===== src/rtl/rbp_pkg.sv =====
// ============================================================================
// rbp_pkg
// Shared types and constants for the random bit pool with geometric sampler.
// ============================================================================
`default_nettype none

package rbp_pkg;

    // field widths
    localparam int BIT_COUNT_W   = 6;
    localparam int BOUND_W       = 32;
    localparam int WORD_W        = 64;
    localparam int VALUE_W       = 32;
    localparam int STATUS_W      = 3;
    localparam int USED_W        = 64;
    localparam int COUNT_W       = 33;

    // stream widths
    localparam int IN_TDATA_W    = 104;
    localparam int IN_TUSER_W    = 2;
    localparam int OUT_TDATA_W   = 104;

    // largest bits request
    localparam int MAX_REQUEST_BITS = 32;

    // command codes on the input tuser
    localparam logic [1:0] CMD_BITS = 2'd0;
    localparam logic [1:0] CMD_GEOM = 2'd1;
    localparam logic [1:0] CMD_WORD = 2'd2;
    localparam logic [1:0] CMD_NOP  = 2'd3;

    // status codes
    localparam logic [2:0] ST_OK      = 3'd0;
    localparam logic [2:0] ST_INVAL   = 3'd1;
    localparam logic [2:0] ST_SRC     = 3'd2;
    localparam logic [2:0] ST_BOUND   = 3'd3;
    localparam logic [2:0] ST_REFUSED = 3'd4;

    // sticky error codes (low bits of the matching status)
    localparam logic [1:0] ERR_NONE  = 2'd0;
    localparam logic [1:0] ERR_SRC   = 2'd2;
    localparam logic [1:0] ERR_BOUND = 2'd3;

    // classified operation
    typedef enum logic [1:0] {
        OP_BITS = 2'd0,
        OP_GEOM = 2'd1,
        OP_WORD = 2'd2,
        OP_NOP  = 2'd3
    } op_t;

    // kind of the pending request
    typedef enum logic [2:0] {
        KIND_NONE = 3'b001,
        KIND_BITS = 3'b010,
        KIND_GEOM = 3'b100
    } kind_t;

    // one queued request
    typedef struct packed {
        op_t                    op;
        logic                   too_many;
        logic [BIT_COUNT_W-1:0] bit_count;
        logic [BOUND_W-1:0]     bound;
        logic [WORD_W-1:0]      source_word;
        logic                   source_fail;
    } item_t;

endpackage

`default_nettype wire


===== src/rtl/random_bit_pool_with_geometric_sampler.sv =====
// ============================================================================
// random_bit_pool_with_geometric_sampler
// Random bit pool serving bits requests and geometric samples, refilled one
// source word at a time.
// ============================================================================
//
// channel  dir  handshake            payload
// s_       in   s_tvalid / s_tready  s_tdata: bit_count, bound, source_word,
//                                    source_fail; s_tuser: command
// m_       out  m_tvalid / m_tready  m_tdata: value, status, done_res,
//                                    need_word, used_bits
//
// one request per cycle sustained while results are taken; each request does one
// pool step (masked shift or trailing-zero count) in the execution unit
// an accepted request waits in the input queue, and its result is registered onto m_
// reset clears the pool, counters, sticky error and pending request at once
// while a result waits on m_tready the two-entry input queue takes up to two
// more requests, then s_tready drops until the result is taken
// ============================================================================
`default_nettype none

module random_bit_pool_with_geometric_sampler
    import rbp_pkg::*;
#(
    parameter int POOL_WIDTH = 64
)
(
    input  wire logic                   aclk,
    input  wire logic                   aresetn,
    input  wire logic                   s_tvalid,
    output logic                        s_tready,
    // bit_count[5:0], bound[37:6], source_word[101:38], source_fail[102]
    input  wire logic [IN_TDATA_W-1:0]  s_tdata,
    // command[1:0]
    input  wire logic [IN_TUSER_W-1:0]  s_tuser,
    output logic                        m_tvalid,
    input  wire logic                   m_tready,
    // value[31:0], status[34:32], done_res[35], need_word[36], used_bits[100:37]
    output logic [OUT_TDATA_W-1:0]      m_tdata
);

    logic  q_valid;
    item_t q_item;
    logic  q_pop;

    // request decode and queue
    rbp_front u_front (
        .aclk     (aclk),
        .aresetn  (aresetn),
        .s_tvalid (s_tvalid),
        .s_tready (s_tready),
        .s_tdata  (s_tdata),
        .s_tuser  (s_tuser),
        .q_valid  (q_valid),
        .q_item   (q_item),
        .q_pop    (q_pop)
    );

    // pool and request execution
    rbp_back #(
        .POOL_WIDTH (POOL_WIDTH)
    ) u_back (
        .aclk     (aclk),
        .aresetn  (aresetn),
        .q_valid  (q_valid),
        .q_item   (q_item),
        .q_pop    (q_pop),
        .m_tvalid (m_tvalid),
        .m_tready (m_tready),
        .m_tdata  (m_tdata)
    );

endmodule

`default_nettype wire


===== src/rtl/rbp_front.sv =====
// ============================================================================
// rbp_front
// Accepts requests, decodes the command and checks the bit count, and holds
// them in a two-entry queue in front of the execution unit.
// ============================================================================
`default_nettype none

module rbp_front
    import rbp_pkg::*;
(
    input  wire logic                  aclk,
    input  wire logic                  aresetn,
    input  wire logic                  s_tvalid,
    output logic                       s_tready,
    // bit_count[5:0], bound[37:6], source_word[101:38], source_fail[102]
    input  wire logic [IN_TDATA_W-1:0] s_tdata,
    // command[1:0]
    input  wire logic [IN_TUSER_W-1:0] s_tuser,
    output logic                       q_valid,
    output item_t                      q_item,
    input  wire logic                  q_pop
);

    item_t       entry_reg [2];
    logic        wr_ptr_reg, wr_ptr_next;
    logic        rd_ptr_reg, rd_ptr_next;
    logic [1:0]  count_reg, count_next;
    item_t       in_item;
    logic        push;

    // decode the command and flag oversized bit requests
    always_comb begin
        in_item.bit_count   = s_tdata[5:0];
        in_item.bound       = s_tdata[37:6];
        in_item.source_word = s_tdata[101:38];
        in_item.source_fail = s_tdata[102];
        in_item.too_many    = (32'(s_tdata[5:0]) > MAX_REQUEST_BITS);
        unique case (s_tuser)
            CMD_BITS: begin
                in_item.op = OP_BITS;
            end
            CMD_GEOM: begin
                in_item.op = OP_GEOM;
            end
            CMD_WORD: begin
                in_item.op = OP_WORD;
            end
            CMD_NOP: begin
                in_item.op = OP_NOP;
            end
        endcase
    end

    // queue handshakes
    assign s_tready = (count_reg != 2'd2);
    assign push     = s_tvalid && s_tready;
    assign q_valid  = (count_reg != 2'd0);
    assign q_item   = entry_reg[rd_ptr_reg];

    always_comb begin
        wr_ptr_next = push  ? ~wr_ptr_reg : wr_ptr_reg;
        rd_ptr_next = q_pop ? ~rd_ptr_reg : rd_ptr_reg;
        count_next  = count_reg + 2'(push) - 2'(q_pop);
    end

    // pointers and fill level
    always_ff @(posedge aclk) begin
        if (!aresetn) begin
            wr_ptr_reg <= 1'b0;
            rd_ptr_reg <= 1'b0;
            count_reg  <= 2'd0;
        end else begin
            wr_ptr_reg <= wr_ptr_next;
            rd_ptr_reg <= rd_ptr_next;
            count_reg  <= count_next;
        end
    end

    // queue storage
    always_ff @(posedge aclk) begin
        if (push) begin
            entry_reg[wr_ptr_reg] <= in_item;
        end
    end

endmodule

`default_nettype wire


===== src/rtl/rbp_back.sv =====
// ============================================================================
// rbp_back
// Execution unit: holds the bit pool and the pending request, advances the
// request by one pool step per item and registers the result.
// ============================================================================
`default_nettype none

module rbp_back
    import rbp_pkg::*;
#(
    parameter int POOL_WIDTH = 64
)
(
    input  wire logic                   aclk,
    input  wire logic                   aresetn,
    input  wire logic                   q_valid,
    input  wire item_t                  q_item,
    output logic                        q_pop,
    output logic                        m_tvalid,
    input  wire logic                   m_tready,
    // value[31:0], status[34:32], done_res[35], need_word[36], used_bits[100:37]
    output logic [OUT_TDATA_W-1:0]      m_tdata
);

    localparam int LW = $clog2(POOL_WIDTH + 1);

    logic [POOL_WIDTH-1:0]  pool_reg,   pool_next;
    logic [LW-1:0]          left_reg,   left_next;
    logic [USED_W-1:0]      used_reg,   used_next;
    logic [1:0]             err_reg,    err_next;
    kind_t                  kind_reg,   kind_next;
    logic [VALUE_W-1:0]     value_reg,  value_next;
    logic [5:0]             offset_reg, offset_next;
    logic [5:0]             target_reg, target_next;
    logic [COUNT_W-1:0]     count_reg,  count_next;
    logic [BOUND_W-1:0]     bound_reg,  bound_next;
    logic                   m_tvalid_reg, m_tvalid_next;
    logic [OUT_TDATA_W-1:0] m_tdata_reg,  m_tdata_next;

    logic                   fire;
    logic                   run;
    logic [2:0]             st;
    logic [VALUE_W-1:0]     val;
    logic                   done;
    logic                   need;
    logic [LW-1:0]          take;
    logic [LW-1:0]          zeros;
    logic [5:0]             rem;
    logic [32:0]            take_mask;
    logic [VALUE_W-1:0]     drawn;

    // saturating add to the consumed-bit count
    function automatic logic [USED_W-1:0] sat_add(input logic [USED_W-1:0] u,
                                                  input logic [LW-1:0] inc);
        logic [USED_W:0] sum;
        sum = {1'b0, u} + (USED_W + 1)'(inc);
        return sum[USED_W] ? {USED_W{1'b1}} : sum[USED_W-1:0];
    endfunction

    assign fire  = q_valid && (!m_tvalid_reg || m_tready);
    assign q_pop = fire;

    // one item: start or resume a request, then one pool step
    always_comb begin
        pool_next   = pool_reg;
        left_next   = left_reg;
        used_next   = used_reg;
        err_next    = err_reg;
        kind_next   = kind_reg;
        value_next  = value_reg;
        offset_next = offset_reg;
        target_next = target_reg;
        count_next  = count_reg;
        bound_next  = bound_reg;
        st          = ST_OK;
        val         = '0;
        done        = 1'b0;
        run         = 1'b0;
        take        = '0;
        zeros       = '0;
        rem         = '0;
        take_mask   = '0;
        drawn       = '0;

        // front of the step: new request or supplied word
        case (q_item.op) inside
            OP_BITS, OP_GEOM: begin
                if (kind_reg != KIND_NONE) begin
                    st = ST_OK;
                end else if (q_item.op == OP_BITS && q_item.too_many) begin
                    st   = ST_INVAL;
                    done = 1'b1;
                end else if (err_reg != ERR_NONE) begin
                    st   = {1'b0, err_reg};
                    done = 1'b1;
                end else begin
                    kind_next   = (q_item.op == OP_BITS) ? KIND_BITS : KIND_GEOM;
                    value_next  = '0;
                    offset_next = '0;
                    target_next = q_item.bit_count;
                    count_next  = '0;
                    bound_next  = q_item.bound;
                    run         = 1'b1;
                end
            end
            OP_WORD: begin
                if (kind_reg == KIND_NONE || left_reg != '0) begin
                    st = ST_REFUSED;
                end else if (q_item.source_fail) begin
                    pool_next = '0;
                    left_next = '0;
                    err_next  = ERR_SRC;
                    kind_next = KIND_NONE;
                    st        = ST_SRC;
                    done      = 1'b1;
                end else begin
                    pool_next = q_item.source_word[POOL_WIDTH-1:0];
                    left_next = LW'(POOL_WIDTH);
                    run       = 1'b1;
                end
            end
            default: begin
                st = ST_OK;
            end
        endcase

        // trailing zero count of the pool
        for (int i = POOL_WIDTH - 1; i >= 0; i--) begin
            if (pool_next[i]) begin
                zeros = LW'(i);
            end
        end

        // back of the step: draw from the pool
        if (run) begin
            unique case (kind_next)
                KIND_BITS: begin
                    if (left_next != '0 && offset_next < target_next) begin
                        rem       = target_next - offset_next;
                        take      = (LW'(rem) < left_next) ? LW'(rem) : left_next;
                        take_mask = (33'd1 << take) - 33'd1;
                        drawn     = pool_next[31:0] & take_mask[31:0];
                        value_next  = value_next | (drawn << offset_next);
                        pool_next   = pool_next >> take;
                        left_next   = left_next - take;
                        used_next   = sat_add(used_next, take);
                        offset_next = offset_next + 6'(take);
                    end
                    if (offset_next >= target_next) begin
                        val       = value_next;
                        st        = ST_OK;
                        done      = 1'b1;
                        kind_next = KIND_NONE;
                    end
                end
                KIND_GEOM: begin
                    if (left_next == '0) begin
                        done = 1'b0;
                    end else if (pool_next == '0) begin
                        // whole pool is zeros: count them and wait for a word
                        count_next = count_next + COUNT_W'(left_next);
                        used_next  = sat_add(used_next, left_next);
                        left_next  = '0;
                        if (count_next > {1'b0, bound_next}) begin
                            err_next  = ERR_BOUND;
                            kind_next = KIND_NONE;
                            st        = ST_BOUND;
                            done      = 1'b1;
                        end
                    end else begin
                        // first one bit found: consume it and finish
                        take       = zeros + LW'(1);
                        pool_next  = pool_next >> take;
                        left_next  = (take > left_next) ? '0 : left_next - take;
                        used_next  = sat_add(used_next, take);
                        count_next = count_next + COUNT_W'(zeros);
                        kind_next  = KIND_NONE;
                        done       = 1'b1;
                        if (count_next > {1'b0, bound_next}) begin
                            err_next = ERR_BOUND;
                            st       = ST_BOUND;
                        end else begin
                            st  = ST_OK;
                            val = count_next[VALUE_W-1:0];
                        end
                    end
                end
                default: begin
                    done = 1'b0;
                end
            endcase
        end

        need = (kind_next != KIND_NONE) && (left_next == '0);
    end

    // output register
    always_comb begin
        m_tvalid_next = m_tvalid_reg;
        m_tdata_next  = m_tdata_reg;
        if (m_tready) begin
            m_tvalid_next = 1'b0;
        end
        if (fire) begin
            m_tvalid_next = 1'b1;
            m_tdata_next  = {3'b000, used_next, need, done, st,
                             (st == ST_OK) ? val : {VALUE_W{1'b0}}};
        end
    end

    assign m_tvalid = m_tvalid_reg;
    assign m_tdata  = m_tdata_reg;

    // architectural state
    always_ff @(posedge aclk) begin
        if (!aresetn) begin
            pool_reg     <= '0;
            left_reg     <= '0;
            used_reg     <= '0;
            err_reg      <= ERR_NONE;
            kind_reg     <= KIND_NONE;
            value_reg    <= '0;
            offset_reg   <= '0;
            target_reg   <= '0;
            count_reg    <= '0;
            bound_reg    <= '0;
            m_tvalid_reg <= 1'b0;
        end else begin
            m_tvalid_reg <= m_tvalid_next;
            if (fire) begin
                pool_reg   <= pool_next;
                left_reg   <= left_next;
                used_reg   <= used_next;
                err_reg    <= err_next;
                kind_reg   <= kind_next;
                value_reg  <= value_next;
                offset_reg <= offset_next;
                target_reg <= target_next;
                count_reg  <= count_next;
                bound_reg  <= bound_next;
            end
        end
    end

    // result payload
    always_ff @(posedge aclk) begin
        m_tdata_reg <= m_tdata_next;
    end

`ifndef NO_ASSERTIONS
    a_left_range: assert property (@(posedge aclk) disable iff (!aresetn)
        left_reg <= LW'(POOL_WIDTH))
        else $error("pool fill above pool width");

    a_wait_empty: assert property (@(posedge aclk) disable iff (!aresetn)
        kind_reg != KIND_NONE |-> left_reg == '0)
        else $error("request pending while pool holds bits");

    a_bits_open: assert property (@(posedge aclk) disable iff (!aresetn)
        kind_reg == KIND_BITS |-> offset_reg < target_reg)
        else $error("finished bits request left pending");

    a_geom_bound: assert property (@(posedge aclk) disable iff (!aresetn)
        kind_reg == KIND_GEOM |-> count_reg <= {1'b0, bound_reg})
        else $error("geometric request pending past its bound");

    a_used_grows: assert property (@(posedge aclk) disable iff (!aresetn)
        fire |=> used_reg >= $past(used_reg))
        else $error("consumed bit count went down");
`endif

endmodule

`default_nettype wire


===== config.mk =====
export PLATFORM = sky130hd
export DESIGN_NAME = random_bit_pool_with_geometric_sampler
export DESIGN_NICKNAME = d
export VERILOG_FILES = /design/src/rtl/rbp_pkg.sv /design/src/rtl/random_bit_pool_with_geometric_sampler.sv /design/src/rtl/rbp_front.sv /design/src/rtl/rbp_back.sv
export SDC_FILE = /design/constraint.sdc
export NUM_CORES = 2
export LEC_CHECK = 0
export BUFFER_PORTS_ARGS = -buffer_cell sky130_fd_sc_hd__buf_2
export CAP_MARGIN = 20
export CORE_ASPECT_RATIO = 0.9
export CORE_MARGIN = 3
export CORE_UTILIZATION = 40
export CTS_BUF_LIST = sky130_fd_sc_hd__clkbuf_4 sky130_fd_sc_hd__clkbuf_8
export CTS_CLUSTER_DIAMETER = 200
export DETAILED_ROUTE_END_ITERATION = 6
export PLACE_DENSITY = 0.56
export SYNTH_ARGS = -nofsm -noshare
export SYNTH_HDL_FRONTEND = slang
export SYNTH_SLANG_ARGS = --single-unit

===== constraint.sdc =====
create_clock -name aclk -period 19.6 [get_ports aclk]
set_input_delay 0.98 -clock aclk [delete_from_list [all_inputs] [get_ports aclk]]
set_output_delay 0.98 -clock aclk [all_outputs]
set_load 0.01 [all_outputs]

==> impl_metrics.json <==
{
  "io_buffers": 211,
  "min_from": "s_tdata[51]",
  "busiest_layer": "met1",
  "rr_endpoint": "u_back.m_tdata[21]$_SDFFCE_PN0P_",
  "yosysTopAreaCellShare_pct": 19.52,
  "ctsResizeCount": 0,
  "hold_path.class": "primary input to flip-flop",
  "synthTopCellsByCount": "a21oi_1, nand2_1, nor2_1",
  "fillers": 12095,
  "dpl_cell_area_um2": 50920,
  "yosysWarnings": 0,
  "min_path_cells": 1,
  "clkSlewWorstSetupHoldPaths_ps": 80,
  "hold_buffers": 0,
  "grt_pass1_vias": 48915,
  "viasPerCell": 7.008,
  "reg2reg_from": "u_back.left_reg[3]$_SDFFE_PN0P_",
  "arrival_ps": 12770,
  "synth_seq_area_share_pct": 30.12,
  "outcome": "finished with violations",
  "crit_type": "flip-flop to flip-flop",
  "start_kind": "flip-flop",
  "synth_area_leaders": "edfxtp_1, dfxtp_1, a21oi_1",
  "grt_pass1_wl_um": 372500,
  "syn-cell-area_um2": 48150,
  "rsz0062_at_grt": "no",
  "tightest_slew_ps": 1497,
  "hold_path_end": "u_front.entry_reg[1][14]$_DFFE_PP_",
  "max-cap-violations": 0,
  "post_cts_buffers": 0,
  "drc": 4,
  "largest_register_ffs": 212,
  "synth.avg_cell_area_um2": 7.872,
  "slew_violations": 0,
  "drtAntennaViolNets": 0,
  "drive_gt1_share_pct": 13.33,
  "overflow": 0,
  "clk_latency_ps": 860,
  "cp_max_fo": 29,
  "die_w_um": 371.7,
  "final_util_pct": 44.83,
  "required_ps": 20200,
  "cts_made_buffers": 103,
  "firstDrtPassIters": 7,
  "yosysMostFrequentCell": "a21oi_1",
  "dieArea_um2": 124600,
  "globalplace.congestion": 1.068,
  "vias": 54958,
  "htree_levels": 3,
  "min_period_ps": 12170,
  "skew_ps": 63.13,
  "coreArea_um2": 119200,
  "met3_usage_pct": 16.26,
  "start_util_pct": 40.39,
  "grt_max_degree": 81,
  "setup_tns_ps": 0,
  "violations": "DRC",
  "cp-end-kind": "flip-flop",
  "synthDistinctLibCells": 112,
  "cts_tree": "yes",
  "met1_usage_pct": 59.26,
  "ys.flop_type": "edfxtp_1",
  "synthCells": 6117,
  "area_growth_pct": 11.00,
  "max_freq_mhz": 82.19,
  "die_h_um": 335.2,
  "drtIter0Drc": 9144,
  "post-route-period-util_pct": 62.08,
  "yosys.area.top_type": "edfxtp_1",
  "slowest_stage": "nor2_1",
  "grt_use_met2_pct": 55.22,
  "ff2ff_path_depth": 35,
  "grt_usage_pct": 41.15,
  "rows": 120,
  "async_reset_ff_share_pct": 0,
  "postLayoutCellArea_um2": 53450,
  "ys_seq_elements": 568,
  "clockRootBuffer": "clkbuf_8",
  "max_slew_margin_pct": 0.2161,
  "synth-edff-count": 313,
  "r2r_slack_ps": 7430,
  "hold_viol_final": 0,
  "num-nets-final": 6402,
  "routedWlPerCell_um": 34.05,
  "io-pin-count": 216,
  "dp_hpwl_um": 197700,
  "grt_antenna_before_repair": 27,
  "setup_viol": 0,
  "wl_um": 267000,
  "numClockSinks": 568,
  "path_common_cell": "a21o_1",
  "cts.path.max_buffers": 3,
  "cpPeakStageDelay_ps": 1000
}
## layout make-up
type                            count  area [µm²]  area share, %
Clock inverter                     58       744.5          1.393
Multi-Input combinational cell   4910       31220          58.41
Sequential cell                   568       14510          27.14
Timing Repair Buffer              429        2726          5.101
Tap cell                         1586        1984          3.713
Antenna cell                       20       50.05        0.09364
Clock buffer                      137        1704          3.188
Inverter                          134       514.2         0.9621
## metal layers
metal,share of wire [%],routed length [µm]
met5,0.030,81
met4,4.1,10950
met3,15,39070
met2,39,103000
met1,43,113800
## per-stage QoR
step,std cells,hold slack (ps),worst slack (ps)
3_5_place_dp,7624,443.5,8070
5_1_grt,7823,265.1,7051
6_report,7842,303.0,7433
2_1_floorplan,6120,424.0,10110
3_3_place_gp,7622,432.6,8164
4_1_cts,7819,241.7,7970
## cell usage in the layout (no fill, tap or decap), types with 56 or more instances in the layout
cell        n
o21a_1     62
ha_1      137
mux2i_1   228
nand4_1    95
o22ai_1    96
o211ai_1   75
dfxtp_1   254
buf_4     214
a211oi_1  157
nor3_1    266
o21ai_0   522
mux2_2     79
clkbuf_8  108
nor2_1    531
xnor2_1    57
a31oi_1    72
a221oi_1   66
a21oi_1   581
a22o_1     56
o221ai_1   63
a22oi_1   108
buf_2     210
inv_1     121
a21o_1     69
edfxtp_1  313
and2_1     58
nand3_1   163
nand2_1   558
## how the worst max path moves through the flow
| stage | startpoint | endpoint | cells past startpoint |
|---|---|---|---|
| after global placement | u_back.left_reg[0]$_SDFFE_PN0P_ | u_back.m_tdata[21]$_SDFFCE_PN0P_ | 35 |
| after global routing | u_back.left_reg[3]$_SDFFE_PN0P_ | u_back.m_tdata[21]$_SDFFCE_PN0P_ | 33 |
| after floorplan | flip-flop | u_back.m_tdata[27]$_SDFFCE_PN0P_ | 38 |
| after CTS | u_back.left_reg[0]$_SDFFE_PN0P_ | u_back.m_tdata[21]$_SDFFCE_PN0P_ | 35 |
| after detailed placement | u_back.left_reg[0]$_SDFFE_PN0P_ | u_back.m_tdata[21]$_SDFFCE_PN0P_ | 35 |
| final | u_back.left_reg[3]$_SDFFE_PN0P_ | u_back.m_tdata[21]$_SDFFCE_PN0P_ | 35 |
## cell families (layout without fill, tap and decap cells)
| group | after synthesis | count (layout) | synth area share (%) |
|---|---|---|---|
| adders and majority gates | 146 | 146 | 3.934 |
| xor gates and xnor gates | 101 | 101 | 1.837 |
| other | 1 | 24 | 0.007788 |
| DFF | 568 | 568 | 30.12 |
| muxes | 325 | 325 | 7.289 |
| AOI/OAI and AO/OA | 2347 | 2347 | 32.00 |
| and+or+nand+nor | 1987 | 1987 | 19.35 |
| buffers and inverters | 642 | 758 | 5.467 |
## critical path, delay by kind of cell (launching register included)
family	cells	cell delay, ps
flops	1	460
fa+ha+maj	3	980
buf+inv	3	1070
simple gates	9	4160
compound gates	20	5120
Power is not shown: default switching activity piles up to over one toggle a cycle in this logic, so the estimate is an artifact.
